**src/rtl/u16u8_pkg.sv**
```systemverilog
`timescale 1ns / 1ps

package u16u8_pkg;

  localparam int CP_W = 21;
  localparam int QDEPTH = 4;
  localparam int QPTR_W = $clog2(QDEPTH);
  localparam int QCNT_W = $clog2(QDEPTH + 1);

  typedef logic [CP_W-1:0] cp_t;

  typedef enum logic [1:0] {
    FMT_UTF16_LE = 2'd0,
    FMT_UTF16_BE = 2'd1,
    FMT_LATIN1   = 2'd2,
    FMT_LATIN1_X = 2'd3
  } src_fmt_t;

  // One code point handed from the front end to the queue, or from the queue head
  // to the back end.
  typedef struct packed {
    logic valid;
    cp_t  cp;
  } cp_beat_t;

  // Index of the final UTF-8 byte for a code point (sequence length minus one).
  function automatic logic [1:0] utf8_last_idx(input cp_t cp);
    logic [1:0] r;
    begin
      if (cp < CP_W'(32'h80)) begin
        r = 2'd0;
      end else if (cp < CP_W'(32'h800)) begin
        r = 2'd1;
      end else if (cp < CP_W'(32'h10000)) begin
        r = 2'd2;
      end else begin
        r = 2'd3;
      end
      return r;
    end
  endfunction

  // Byte number idx of the UTF-8 sequence of cp whose last index is last_idx.
  function automatic logic [7:0] utf8_byte(input cp_t cp, input logic [1:0] last_idx,
                                           input logic [1:0] idx);
    logic [1:0] grp;
    logic [5:0] six;
    logic [7:0] r;
    begin
      grp = last_idx - idx;
      case (grp)
        2'd0:    six = cp[5:0];
        2'd1:    six = cp[11:6];
        2'd2:    six = cp[17:12];
        default: six = {3'b000, cp[20:18]};
      endcase
      if (idx == 2'd0) begin
        case (last_idx)
          2'd0:    r = {1'b0, cp[6:0]};
          2'd1:    r = {3'b110, cp[10:6]};
          2'd2:    r = {4'b1110, cp[15:12]};
          default: r = {5'b11110, cp[20:18]};
        endcase
      end else begin
        r = {2'b10, six};
      end
      return r;
    end
  endfunction

endpackage

```
**src/rtl/u16u8_front.sv**
```systemverilog
`timescale 1ns / 1ps

module u16u8_front
  import u16u8_pkg::*;
(
  input  logic       clk,
  input  logic       rst,
  input  logic       cfg_we,
  input  logic [1:0] cfg_data,
  input  logic       accept,
  input  logic [7:0] in_byte,
  input  logic       stream_start,
  output cp_beat_t   push
);

  src_fmt_t    source_format;
  logic        byte_phase;
  logic [7:0]  held_byte;
  logic        high_pending;
  logic [9:0]  high_bits;

  logic        byte_phase_next;
  logic        high_pending_next;
  logic [9:0]  high_bits_next;
  logic        phase_eff;
  logic        pend_eff;
  logic [15:0] unit;
  logic        is_high;
  logic        is_low;

  assign phase_eff = stream_start ? 1'b0 : byte_phase;
  assign pend_eff  = stream_start ? 1'b0 : high_pending;
  assign unit = (source_format == FMT_UTF16_BE) ? {held_byte, in_byte} : {in_byte, held_byte};
  assign is_high = (unit[15:10] == 6'b110110);
  assign is_low  = (unit[15:10] == 6'b110111);

  always_comb begin
    byte_phase_next   = phase_eff;
    high_pending_next = pend_eff;
    high_bits_next    = high_bits;
    push.valid        = 1'b0;
    push.cp           = {{(CP_W-8){1'b0}}, in_byte};
    if (source_format[1]) begin
      // Latin-1: every byte is its own code point.
      byte_phase_next   = 1'b0;
      high_pending_next = 1'b0;
      push.valid        = accept;
    end else if (!phase_eff) begin
      byte_phase_next = 1'b1;
    end else begin
      byte_phase_next = 1'b0;
      if (pend_eff && is_low) begin
        high_pending_next = 1'b0;
        push.valid        = accept;
        push.cp           = CP_W'(32'h10000) + {1'b0, high_bits, unit[9:0]};
      end else if (is_high) begin
        // A new high surrogate replaces any one already waiting.
        high_pending_next = 1'b1;
        high_bits_next    = unit[9:0];
      end else begin
        high_pending_next = 1'b0;
        push.valid        = accept;
        push.cp           = {{(CP_W-16){1'b0}}, unit};
      end
    end
  end

  always_ff @(posedge clk) begin
    if (rst) begin
      source_format <= FMT_UTF16_LE;
      byte_phase    <= 1'b0;
      held_byte     <= 8'd0;
      high_pending  <= 1'b0;
      high_bits     <= 10'd0;
    end else begin
      if (cfg_we) begin
        source_format <= src_fmt_t'(cfg_data);
      end
      if (accept) begin
        byte_phase   <= byte_phase_next;
        high_pending <= high_pending_next;
        high_bits    <= high_bits_next;
        if (!source_format[1] && !phase_eff) begin
          held_byte <= in_byte;
        end
      end
    end
  end

endmodule

```
**src/rtl/u16u8_queue.sv**
```systemverilog
`timescale 1ns / 1ps

module u16u8_queue
  import u16u8_pkg::*;
(
  input  logic     clk,
  input  logic     rst,
  input  cp_beat_t push,
  input  logic     pop,
  output cp_beat_t head,
  output logic     full
);

  cp_t               mem [QDEPTH];
  logic [QPTR_W-1:0] wr_ptr;
  logic [QPTR_W-1:0] rd_ptr;
  logic [QCNT_W-1:0] count;

  assign full       = (count == QCNT_W'(QDEPTH));
  assign head.valid = (count != '0);
  assign head.cp    = mem[rd_ptr];

  always_ff @(posedge clk) begin
    if (push.valid) begin
      mem[wr_ptr] <= push.cp;
    end
  end

  always_ff @(posedge clk) begin
    if (rst) begin
      wr_ptr <= '0;
      rd_ptr <= '0;
      count  <= '0;
    end else begin
      if (push.valid) begin
        wr_ptr <= wr_ptr + 1'b1;
      end
      if (pop) begin
        rd_ptr <= rd_ptr + 1'b1;
      end
      count <= count + QCNT_W'(push.valid) - QCNT_W'(pop);
    end
  end

  a_no_overflow: assert property (@(posedge clk) disable iff (rst) push.valid |-> !full)
    else $error("queue written while full");
  a_no_underflow: assert property (@(posedge clk) disable iff (rst) pop |-> head.valid)
    else $error("queue read while empty");
  a_count_track: assert property (@(posedge clk) disable iff (rst)
    (push.valid && !pop) |=> (count == $past(count) + QCNT_W'(1)))
    else $error("queue count did not follow a lone write");

endmodule

```
**src/rtl/u16u8_back.sv**
```systemverilog
`timescale 1ns / 1ps

module u16u8_back
  import u16u8_pkg::*;
(
  input  logic       clk,
  input  logic       rst,
  input  cp_beat_t   head,
  output logic       pop,
  output logic       m_tvalid,
  input  logic       m_tready,
  output logic [7:0] m_tdata,
  output logic       m_tlast
);

  logic       busy;
  cp_t        cur_cp;
  logic [1:0] cur_last;
  logic [1:0] idx;
  logic       out_free;
  logic       step;
  logic       finishing;

  assign out_free  = !m_tvalid || m_tready;
  assign step      = busy && out_free;
  assign finishing = step && (idx == cur_last);
  // The next code point is fetched while its predecessor sends its final byte.
  assign pop       = head.valid && (!busy || finishing);

  always_ff @(posedge clk) begin
    if (rst) begin
      busy     <= 1'b0;
      m_tvalid <= 1'b0;
      idx      <= 2'd0;
    end else begin
      if (step) begin
        m_tvalid <= 1'b1;
      end else if (out_free) begin
        m_tvalid <= 1'b0;
      end
      if (pop) begin
        busy <= 1'b1;
        idx  <= 2'd0;
      end else begin
        if (finishing) begin
          busy <= 1'b0;
        end
        if (step) begin
          idx <= idx + 2'd1;
        end
      end
    end
  end

  always_ff @(posedge clk) begin
    if (step) begin
      m_tdata <= utf8_byte(cur_cp, cur_last, idx);
      m_tlast <= (idx == cur_last);
    end
    if (pop) begin
      cur_cp   <= head.cp;
      cur_last <= utf8_last_idx(head.cp);
    end
  end

  a_idx_in_range: assert property (@(posedge clk) disable iff (rst) busy |-> (idx <= cur_last))
    else $error("byte index ran past the sequence end");
  a_pop_when_done: assert property (@(posedge clk) disable iff (rst)
    pop |-> (!busy || (out_free && idx == cur_last)))
    else $error("code point fetched while one is still being sent");
  a_step_loads: assert property (@(posedge clk) disable iff (rst) step |=> m_tvalid)
    else $error("emitted byte not presented");

endmodule

```
**src/rtl/utf16_to_utf8_transcoder_top.sv**
```systemverilog
`timescale 1ns / 1ps

// Converts a byte stream in UTF-16 LE, UTF-16 BE or Latin-1 (set by cfg_data, written with
// cfg_we while idle) into UTF-8, one byte per output beat, with tlast on the final byte of
// each code point. An input beat is taken in every cycle while the four-entry code point
// queue has room; the output sends one UTF-8 byte per cycle unless held by m_axis_tready,
// so the output rate sets the sustained input rate (a Latin-1 byte above 0x7F becomes two
// UTF-8 bytes). A code point goes through the queue into the back end's code point
// register, and its bytes are registered onto the output. tuser high on an input beat
// clears byte pairing and any waiting high surrogate before that byte is used.
module utf16_to_utf8_transcoder_top
  import u16u8_pkg::*;
(
  input  logic       clk,
  input  logic       rst,
  input  logic       cfg_we,
  input  logic [1:0] cfg_data,
  input  logic       s_axis_tvalid,
  output logic       s_axis_tready,
  input  logic [7:0] s_axis_tdata,   // [7:0] in_byte
  input  logic       s_axis_tuser,   // [0] stream_start
  output logic       m_axis_tvalid,
  input  logic       m_axis_tready,
  output logic [7:0] m_axis_tdata,   // [7:0] out_byte
  output logic       m_axis_tlast
);

  cp_beat_t push;
  cp_beat_t head;
  logic     pop;
  logic     full;
  logic     accept;

  assign s_axis_tready = !full;
  assign accept        = s_axis_tvalid && s_axis_tready;

  u16u8_front u_front (
    .clk          (clk),
    .rst          (rst),
    .cfg_we       (cfg_we),
    .cfg_data     (cfg_data),
    .accept       (accept),
    .in_byte      (s_axis_tdata),
    .stream_start (s_axis_tuser),
    .push         (push)
  );

  u16u8_queue u_queue (
    .clk  (clk),
    .rst  (rst),
    .push (push),
    .pop  (pop),
    .head (head),
    .full (full)
  );

  u16u8_back u_back (
    .clk      (clk),
    .rst      (rst),
    .head     (head),
    .pop      (pop),
    .m_tvalid (m_axis_tvalid),
    .m_tready (m_axis_tready),
    .m_tdata  (m_axis_tdata),
    .m_tlast  (m_axis_tlast)
  );

endmodule
```
**config.mk**
```make
export PLATFORM = sky130hd
export DESIGN_NAME = utf16_to_utf8_transcoder_top
export DESIGN_NICKNAME = d
export VERILOG_FILES = /design/src/rtl/u16u8_pkg.sv /design/src/rtl/u16u8_front.sv /design/src/rtl/u16u8_queue.sv /design/src/rtl/u16u8_back.sv /design/src/rtl/utf16_to_utf8_transcoder_top.sv
export SDC_FILE = /design/constraint.sdc
export NUM_CORES = 1
export LEC_CHECK = 0
export BUFFER_PORTS_ARGS = -buffer_cell sky130_fd_sc_hd__clkbuf_2
export CORE_UTILIZATION = 60
export DETAILED_ROUTE_END_ITERATION = 6
export PLACE_DENSITY = 0.78
export SLEW_MARGIN = 20
export SYNTH_ARGS = -nofsm -noshare
export SYNTH_HDL_FRONTEND = slang
export SYNTH_SLANG_ARGS = --single-unit
```
**constraint.sdc**
```tcl
create_clock -name clk -period 11.1 [get_ports clk]
set_input_delay 2.22 -clock clk [delete_from_list [all_inputs] [get_ports clk]]
set_output_delay 2.22 -clock clk [all_outputs]
set_load 0.01 [all_outputs]
```
# [Yosys cells after proc, flatten, opt, wreduce, memory -nomap -nowiden]
# Memory sizes are Yosys's and may differ from the RTL's. A register that Yosys moved wholly into a read port is not among the register bits.
# Cells that the tools add are included.
[totals] input_bits=16 wordCells=89 memories=1 out_inout_bits=11 ff_bits=65 mem_bits_rw=84
[memory_table] memory="u_queue.mem" depth=4 word_bits=21 read_ports=1 rd_ports_with_merged_regs=1 write_ports=1 line="u16u8_queue.sv:14" text="cp_t mem [QDEPTH];"
[op_classes] eq_ne=9 bitwise_logic=2 addsub=7 magnitude_cmp=3 n_mux=27 n_reduce_logical=23
[ops] cell="$mux 22" count=3
[ops] cell="$pmux 8 s3" count=1
[ops] cell="$add 17x20->21 const A" count=1
[ops] cell="$lt 21x12->1 const B" count=1
[ops] cell="$lt 21x17->1 const B" count=1
[ops] cell="$lt 21x8->1 const B" count=1
[ops] cell="$mux 21" count=1
[ops] cell="$pmux 6 s3" count=1
[ops] cell="$mux 1" count=17
[ops] cell="$mux 16" count=1
[ops] cell="$eq 6x6->1 const B" count=2
[ops] cell="$add 2x1->2 const B" count=3
[ops] cell="$eq 2x1->1 const B" count=3
[ops] cell="$logic_and 1x1->1" count=6
[ops] cell="$logic_not 2->1" count=3
[ops] cell="$mux 6" count=1
[ops] cell="$logic_not 1->1" count=5
[ops] cell="$reduce_and 5->1" count=1
[ops] cell="$eq 2x2->1 const B" count=2
[ops] cell="$mux 2" count=2
[ops] cell="$reduce_bool 2->1" count=2
[ops] cell="$reduce_or 2->1" count=2
[ops] cell="$add 3x1->3" count=1
[ops] cell="$eq 3x3->1 const B" count=1
[ops] cell="other kinds (7)" count=9

# [Logic depth before layout (Yosys ltp)]
# Gate-level depths: netlist of run 1.
[depth] word_depth=9 ltp_mapped=12 depth_no_buf=12

# [Cells and area by module]
# A second synthesis of run 1 with hierarchy kept.
[unflattened] hier_cells=422 hier_area_um2=6472.5
[modules_own_cells] mod="u16u8_queue" area_each_um2=3472.1 cells_each=151 instances=1
[modules_own_cells] mod="u16u8_back" area_each_um2=1630.3 cells_each=119 instances=1
[modules_own_cells] mod="u16u8_front" area_each_um2=1360.1 cells_each=150 instances=1
[modules_own_cells] mod="utf16_to_utf8_transcoder_top" area_each_um2=10.0 cells_each=2 instances=1

# [Least setup slack after synthesis of run 1]
# Ideal clock, no wire load.
[synth_path] path_type="input to register" startpoint="input m_axis_tready" endpoint="register u_queue.count[2]" arrival_ns=5.319 setup_ns=0.128 required_ns=10.972 path_buffers=0 path_stages=11 setup_slack_ns=5.653 path_cell_list="nand2b_1 nand3_1 a21oi_1 ha_1 inv_1 ha_1 inv_1 fa_1 xor2_1 xnor2_1 nor2_1"
[synth_via] elab_chain_cells=6
[synth_lines] item="start: declaration" line="utf16_to_utf8_transcoder_top.sv:23" text="input logic m_axis_tready,"
[synth_lines] item="$logic_or 1x1->1" line="u16u8_back.sv:24" text="assign out_free = !m_tvalid || m_tready;"
[synth_lines] item="$logic_and 1x1->1" line="u16u8_back.sv:25" text="assign step = busy && out_free;"
[synth_lines] item="$logic_and 1x1->1" line="u16u8_back.sv:26" text="assign finishing = step && (idx == cur_last);"
[synth_lines] item="$logic_or 1x1->1" line="u16u8_back.sv:28" text="assign pop = head.valid && (!busy || finishing);"
[synth_lines] item="$logic_and 1x1->1" line="u16u8_back.sv:28"
[synth_lines] item="named net pop" line="utf16_to_utf8_transcoder_top.sv:30" text="logic pop;"
[synth_lines] item="$sub 3x1->3" line="u16u8_queue.sv:41" text="count <= count + QCNT_W'(push.valid) - QCNT_W'(pop);"
[synth_lines] item="end signal: assignment" line="u16u8_queue.sv:41"
[synth_lines] item="end: declaration" line="u16u8_queue.sv:17" text="logic [QCNT_W-1:0] count;"
# The timed path passes the listed nets, and every way through them passes these cells.
# A chain may end at the register's enable or synchronous reset.

==> results of run 1 <==
==> cells in the final DEF, fill, tap and decap left out, drive strengths merged, types with 4 or more instances in the layout <==
cell type / count
nand2: 34
nor2: 38
o21ai: 13
ha: 13
buf: 5
and2: 8
a211oi: 4
mux2: 9
edfxtp: 116
a222oi: 4
inv: 16
nor2b: 5
dfxtp: 35
nand3: 5
mux4: 21
mux2i: 24
clkbuf: 46
nor3: 7
a311oi: 8
a21oi: 12
xnor2: 7
nand2b: 4
clkinv: 6
==> kinds of logic after synthesis <==
group,count (synthesis)
adder cells (fa/ha/maj),14
AO/OA/AOI/OAI,60
buffers and inverters,30
multiplexers,54
AND/OR/NAND/NOR,116
flip-flops,151
XOR/XNOR,9
==> worst register-to-register path: cells and delay by family, from the launching register on <==
kind	cells	cell delay [ps]
adders and majority gates	4	1270
AOI/OAI and AO/OA	1	160
xor gates and xnor gates	2	310
and+or+nand+nor	2	210
buffers and inverters	4	550
DFF	1	390
==> flip-flops by register name (all words and copies together), names as in the netlist, named ones only <==
| register | count |
|---|---|
| u_queue.mem | 84 |
| u_queue.rd_ptr | 2 |
| u_front.high_pending | 1 |
| u_back.m_tlast | 1 |
| u_back.cur_last | 2 |
| u_back.m_tvalid | 1 |
| u_queue.count | 3 |
| u_back.cur_cp | 21 |
| u_front.source_format | 2 |
| u_front.held_byte | 8 |
| u_front.byte_phase | 1 |
| u_back.m_tdata | 8 |
| u_back.busy | 1 |
| u_back.idx | 2 |
| u_queue.wr_ptr | 2 |
| u_front.high_bits | 10 |
==> routing by layer <==
metal	share of wire, %	vias up	global-route usage, %
li1	-	1740	-
met2	52	118	41.0
met4	1.7	0	11.8
met1	42	1822	28.5
met3	4.6	13	4.49
met5	0	-	0
==> power by group <==
part	internal (mW)	switching, mW	total [mW]
clock	0.354	0.216	0.570
combinational	0.140	0.174	0.314
sequential	0.711	0.0407	0.751
==> final cells by class <==
type	instances	area, µm²	area share [%]
Clock buffer	20	445	6.14
Clock inverter	12	150	2.07
Inverter	15	56.3	0.776
Multi-Input combinational cell	253	2090	28.7
Sequential cell	151	4180	57.6
Tap cell	136	170	2.34
Timing Repair Buffer	31	168	2.31
==> path summary, 6_finish.rpt <==
check | end | startpoint | cells past startpoint
min reg2reg | u_front.high_pending | u_front.high_pending | 2
max | u_queue.mem[1][0] | s_axis_tdata[5] | 5
max reg2reg | u_queue.count[2] | u_back.cur_last[0] | 13
min | u_front.high_pending | u_front.high_pending | 2
==> impl_metrics.toml, run 1 <==
[timing]
period_needed_ps = 4340
tightest_slew_ps = 1120
setup_viol = 0
slew_headroom_pct = 25.1
hold_slack_ps = 481
post-route-period-util_pct = 39.1
setup_ws_ps = 6760
hold_viol = 0
rsz0062_at_grt = "no"
skew_ps = 8.06
tns_ps = 0
maxSlewViolCount = 0
fmax_ghz = 0.230

[critical_path]
cp_top_family = "simple AND/OR/NAND/NOR gates"
crit_type = "in2reg"
path_cells = "clkbuf_2 > nand4b_1 > o31ai_1 > a211oi_1 > and2_1"
cp_data_required_time_ps = 11220
max_stage_delay_ps = 970
critPathBufInv = 1
rrSetupSlack_ps = 8090
crit_path_end_kind = "flop"
slowest_stage = "and2_1"
cp-start-kind = "input port"
crit_fanout = 21
crit_arrival_ps = 4460

[synthesis]
synth_largest_area_cell = "edfxtp_1"
yosys-mux-area-fraction_pct = 13.2
postSynthCellCount = 434
yosys.area.top_type_share_pct = 54.6
synthTopCellsByCount = "edfxtp_1 (116), nor2_1 (38), dfxtp_1 (35)"
yosysMostFrequentCell = "edfxtp_1"
async_flop_share_pct = 0
synth_edf_count = 116
syn_avg_cell_area_um2 = 14.7
synth_compound_area_share_pct = 6.59
synth_cell_types = 48
synthesis.nets = 464
ys_ff_latch = 151
synth-simple-area-share_pct = 8.66
post_synth_main_area_contributors = "edfxtp_1 (55%), dfxtp_1 (11%), mux4_2 (4.9%)"
syn-cell-area_um2 = 6380
synth_adder_area_share_pct = 2.86
synth_top_family_by_area = "multiplexers"
synthFlopType = "edfxtp_1"
synth-xor-area-share_pct = 1.24
yosysWarnings = 0
synth-seq-area-share_pct = 65.6

[power_and_ir_drop]
power_density_nw_per_um2 = 225
ir_drop_uv = 132
power.total_mw = 1.63
p_leak_nw = 2.57

[layout]
fin_cells = 618
post-route-util_pct = 70.3
layout-drive-gt1-share_pct = 18.5
area_growth_pct = 13.7
final_area_um2 = 7260
fin_nets = 499
antenna_cells = 0
fillCellCount = 669

[clocking]
cts_sinks = 151
cts_buffer_depth = 2
clkTransAtPathRegs_ps = 60
cts_setup_buffers = 0
clkLatencyLatePin_ps = 510
ctsResizeCount = 0
cts_tree = "done"
holdBufCountCts = 0
cts_buffers = 17
cts_root_buf = "clkbuf_8"
htree_levels = 4

[floorplanning]
io-pin-count = 27
start_util_pct = 61.8
die_h_um = 105
coreArea_um2 = 10300
die_w_um = 105
fp-row-count = 37
fp.dieArea_um2 = 11100

[drt]
drc = 0
firstDrtPassIters = 6
vias = 3693
drt_iter0_drc = 186
wire_per_inst_um = 19.6
wl_um = 12100
ant_nets = 0
viasPerCell = 5.98

[global_route]
grt_use_total_pct = 23.7
grt_pass1_vias = 3818
grt_max_degree = 35
antenna_found_initial = 0
globalRouteOverflowTotal = 0
grt_pass1_wl_um = 19200

[job]
max_cap_violations = 0

[place]
dp_hpwl_um = 7740
port_buffers = 26
placed_area_um2 = 6660
placedCellCount = 586
dp_slack_ps = 6230
place.gp.congestion = 0.893

[min_path]
min_path_type = "reg2reg"

[outcome]
status = "finished, final reports clean"
(Power assumes the default switching activity.)
==> run 2, diff against run 1 <==
clock period = 4 ns   (was 11.1 ns; I/O delays follow)
==> run 2 against run 1 <==
- sequential power increased to 2.8 times the previous value
- power rose to 2.8 times the previous value
- sequential cell count unchanged
- largest power group unchanged
- first-iteration DRC count grew 41%
- global-route usage is 0.86 points higher
- largest cell class unchanged
- setup slack worse by 5600 ps
- via count grew 1.8%
- non-clock buffer count is 8 higher
==> impl_metrics.toml, run 2 (synthesis results as in run 1) <==
[outcome]
status = "finished, final reports clean"

[critical_path]
crit_path_end_kind = "flop"
crit_fanout = 15
r2r-end = "u_back.cur_last[1]"
crit_type = "reg2reg"
rrSetupSlack_ps = 1150
r2r_cells = 3
crit_arrival_ps = 3100
setup.worst_path.end = "u_back.cur_last[1]"
cp_data_required_time_ps = 4250
cp-start-kind = "flop"

[timing]
setup_viol = 0
maxSlewViolCount = 0
rsz0062_at_grt = "no"
period_needed_ps = 2850
slew_headroom_pct = 34.0
tns_ps = 0
fmax_ghz = 0.350
setup_ws_ps = 1150
hold_viol = 0
post-route-period-util_pct = 71.4
skew_ps = 15.5
tightest_slew_ps = 989

[drt]
viasPerCell = 6.02
wire_per_inst_um = 20.0
wl_um = 12500
ant_nets = 0
drt_iter0_drc = 262
drc = 0
firstDrtPassIters = 7
vias = 3760

[clocking]
cts_buffer_depth = 2
cts_setup_buffers = 0
htree_levels = 4
ctsResizeCount = 0
cts_sinks = 151
holdBufCountCts = 0
cts_buffers = 17
clkLatencyLatePin_ps = 520
cts_root_buf = "clkbuf_8"
cts_tree = "done"
clkTransAtPathRegs_ps = 60

[layout]
reg_top3 = "u_queue.mem: 84 flops, u_back.cur_cp: 21 flops, u_front.high_bits: 10 flops"
layout-drive-gt1-share_pct = 19.6
regMostFlops = "u_queue.mem"
area_growth_pct = 14.7
layout_commonest_cell = "edfxtp_1"
layout_common_cells = "edfxtp_1 (116), nor2_1 (38), dfxtp_1 (35)"
largest_reg_flops = 84
antenna_cells = 0
fin_nets = 507

[floorplanning]
die_h_um = 105
fp-row-count = 37
fp.dieArea_um2 = 11100
coreArea_um2 = 10300
die_w_um = 105
start_util_pct = 61.8
io-pin-count = 27

[power_and_ir_drop]
ir_drop_uv = 384
p_leak_nw = 2.61
power_density_nw_per_um2 = 624

[job]
max_cap_violations = 0

[place]
dp_hpwl_um = 7930
port_buffers = 26
place.gp.congestion = 0.861
dp_slack_ps = 1160

[global_route]
grt_use_total_pct = 24.6
grt_max_degree = 35
grt_pass1_vias = 3833
globalRouteOverflowTotal = 0
grt_pass1_wl_um = 20100
antenna_found_initial = 0

[min_path]
min_path_type = "reg2reg"
-- run 2: per-stage QoR --
stage	hold slack, ps	std cells	util (%)	total power [mW]	cell area [µm²]
2_1_floorplan	454	434	-	2.74	6390
3_3_place_gp	465	594	65.1	2.96	6720
3_5_place_dp	490	594	65.1	2.98	6720
4_1_cts	499	625	70.9	4.60	7320
5_1_grt	513	625	70.9	4.76	7320
6_report	497	625	70.9	4.57	7320
-- run 2: worst min path at each step --
stage	start	to	slack (ps)	cells after the start
global placement	u_front.high_pending	u_front.high_pending	470	2
finish	u_front.high_pending	u_front.high_pending	500	2
detailed placement	u_front.high_pending	u_front.high_pending	490	2
global route	cfg_data[1]	u_front.source_format[1]	510	3
floorplan	u_front.high_pending	u_front.high_pending	450	2
CTS	u_front.high_pending	u_front.high_pending	500	2
-- run 2: per-layer routing --
metal	global-route usage, %	vias up	wire [µm]
met5	0	-	0
met4	8.85	0	198
met3	6.80	18	586
met2	41.4	126	6460
met1	30.5	1865	5240
li1	-	1751	-
-- run 2: area by class of cell --
type	count	area, µm²
clock buffers	18	418
clock inverters	13	181
fillers	653	3000
inverters	15	56.3
multi-input cells	253	2090
flip-flops and latches	151	4180
well taps	136	170
repair buffers	39	228
-- run 2: power breakdown --
group / total (mW) / internal [mW] / switching (mW)
Combinational: 0.824 / 0.399 / 0.425
Sequential: 2.14 / 1.97 / 0.170
Clock: 1.60 / 1.01 / 0.598
-- run 2: worst max-delay path, cell delays in order (launching register included) --
cell	delay, ps
dfxtp_1	870
mux4_1	680
or4_1	560
or4_1	470
==> run 3, diff against run 2 <==
CORE_UTILIZATION = 55   (was 60)
PLACE_DENSITY = 0.75   (was 0.78)
clock period = 2.3 ns   (was 4 ns; I/O delays follow)
==> run 3 against run 2 <==
- the run now ends with negative setup slack left
- register-to-register slack worse by 1200 ps
- power up 84%
- sequential power up 71%
- critical endpoint is now u_queue.count[2]
- largest power group unchanged
- highest routed layer unchanged
==> impl_metrics.toml, run 3 (synthesis results as in run 1) <==
[outcome]
status = "complete, but fails checks"
violations = "negative setup slack"

[timing]
hold_viol = 0
fmax_ghz = 0.424
tightest_slew_ps = 722
maxSlewViolCount = 0
period_needed_ps = 2360
skew_ps = 8.81
slew_headroom_pct = 51.9
rsz0062_at_grt = "yes"
post-route-period-util_pct = 103
setup_ws_ps = -59.0
setup_viol = 1

[clocking]
cts_tree = "done"
htree_levels = 4
cts_buffer_depth = 2
holdBufCountCts = 0
clkTransAtPathRegs_ps = 60
cts_root_buf = "clkbuf_16"
cts_sinks = 151
clkLatencyLatePin_ps = 420
cts_buffers = 17

[critical_path]
cp_data_required_time_ps = 2570
crit_arrival_ps = 2620
cp-start-kind = "flop"
crit_type = "reg2reg"
crit_path_end_kind = "flop"
crit_fanout = 4

[power_and_ir_drop]
p_seq_share_pct = 43.4
p_clk_share_pct = 36.0
ir_drop_uv = 604
pwr-share-comb_pct = 20.5
p_sw_share_pct = 25.1
power.switching_mw = 2.11
p_int_mw = 6.30
power_density_nw_per_um2 = 1110
p_leak_nw = 2.75

[global_route]
grt_pass1_vias = 3902
antenna_found_initial = 0
use_met2_pct = 40.7
grt_max_degree = 35
globalRouteOverflowTotal = 0
grt_use_met1_pct = 26.4
grtUsageMet3_pct = 5.99
busiest_layer = "met2"
grt_use_total_pct = 23.0
grt_pass1_wl_um = 19700

[layout]
fillCellCount = 722
reg_top3 = "u_queue.mem: 84 flops, u_back.cur_cp: 21 flops, u_front.high_bits: 10 flops"
post-route-util_pct = 68.6
antenna_cells = 0
regMostFlops = "u_queue.mem"
final_area_um2 = 7600
largest_reg_flops = 84
fin_nets = 528
layout_commonest_cell = "edfxtp_1"
multi_input_area_um2 = 2130
final-seq-area_um2 = 4190
layout_common_cells = "edfxtp_1 (116), nor2_1 (38), nand2_1 (34), dfxtp_1 (34), buf_4 (31)"
area_growth_pct = 19.2
fin_cells = 651
layout-drive-gt1-share_pct = 25.0

[place]
place.gp.congestion = 0.951
port_buffers = 26
placedCellCount = 616
dp_hpwl_um = 8230
placed_area_um2 = 6920

[job]
max_cap_violations = 0

[drt]
drt_iter0_drc = 244
vias = 3820
wl_um = 12400
viasPerCell = 5.87
ant_nets = 0
wire_per_inst_um = 19.0
firstDrtPassIters = 5
drc = 0

[floorplanning]
coreArea_um2 = 11100
fp.dieArea_um2 = 12000
start_util_pct = 57.6
fp-row-count = 38
die_h_um = 110
die_w_um = 110
io-pin-count = 27

[min_path]
min_path_type = "in2reg"
-- run 3: cell types whose count changed in the layout (fill, tap and decap cells not counted), sizes merged --
cell | before | now
buf | 13 | 34
clkinvlp | 4 | 0
clkbuf | 44 | 47
bufinv | 4 | 6
-- run 3: metal layers --
metal	share of wire, %	wire length [µm]
met1	42	5150
met2	53	6510
met3	3.5	433
met4	2.3	282
met5	0	0
-- run 3: critical path, stage by stage, from the launching register on --
cell      delay (ps)
edfxtp_1         490
xnor2_2          250
nand3_4          110
a21oi_4          150
ha_1             240
inv_1             50
ha_1             130
inv_1             50
fa_2             330
xor2_1           160
xnor2_1          190
nor2_1            70
-- run 3: path summary, 6_finish.rpt --
kind / slack (ps) / to / start / depth (start not counted)
hold reg to reg: 500 / u_front.high_pending / u_front.high_pending / 2
setup reg to reg: -60 / u_queue.count[2] / u_back.cur_last[1] / 11
setup / recovery: -60 / u_queue.count[2] / u_back.cur_last[1] / 11
hold / removal: 290 / u_front.source_format[1] / cfg_data[1] / 3
-- run 3: final cells by class --
class	count	area share, %
clock buffer	21	5.79
clock inverter	11	2.67
inverter	15	0.740
multi-input combinational	253	28.1
sequential	151	55.1
tap	140	2.30
timing repair buffer	60	5.38
-- run 3: power groups by stage --
stage / sequential [mW] / clock (mW) / combinational [mW]
floorplan: 3.65 / 0 / 1.15
global placement: 3.68 / 0 / 1.62
detailed placement: 3.70 / 0 / 1.67
CTS: 3.65 / 3.05 / 1.73
global route: 3.70 / 3.16 / 1.90
finish: 3.65 / 3.03 / 1.73
-- run 3: through the flow --
step	hold WS [ps]	total power, mW	worst slack (ps)	TNS, ps
6_report	289	8.41	-59.0	-59.0
2_1_floorplan	454	4.79	-410	-697
3_3_place_gp	468	5.30	-72.1	-72.6
3_5_place_dp	496	5.37	-116	-193
5_1_grt	277	8.76	-182	-212
4_1_cts	282	8.44	-40.9	-40.9
-- run 3: what timing repair did --
item	CTS	global route
setup buffers	3	0
endpoints found under the setup margin	2	6
resized for setup	6	4
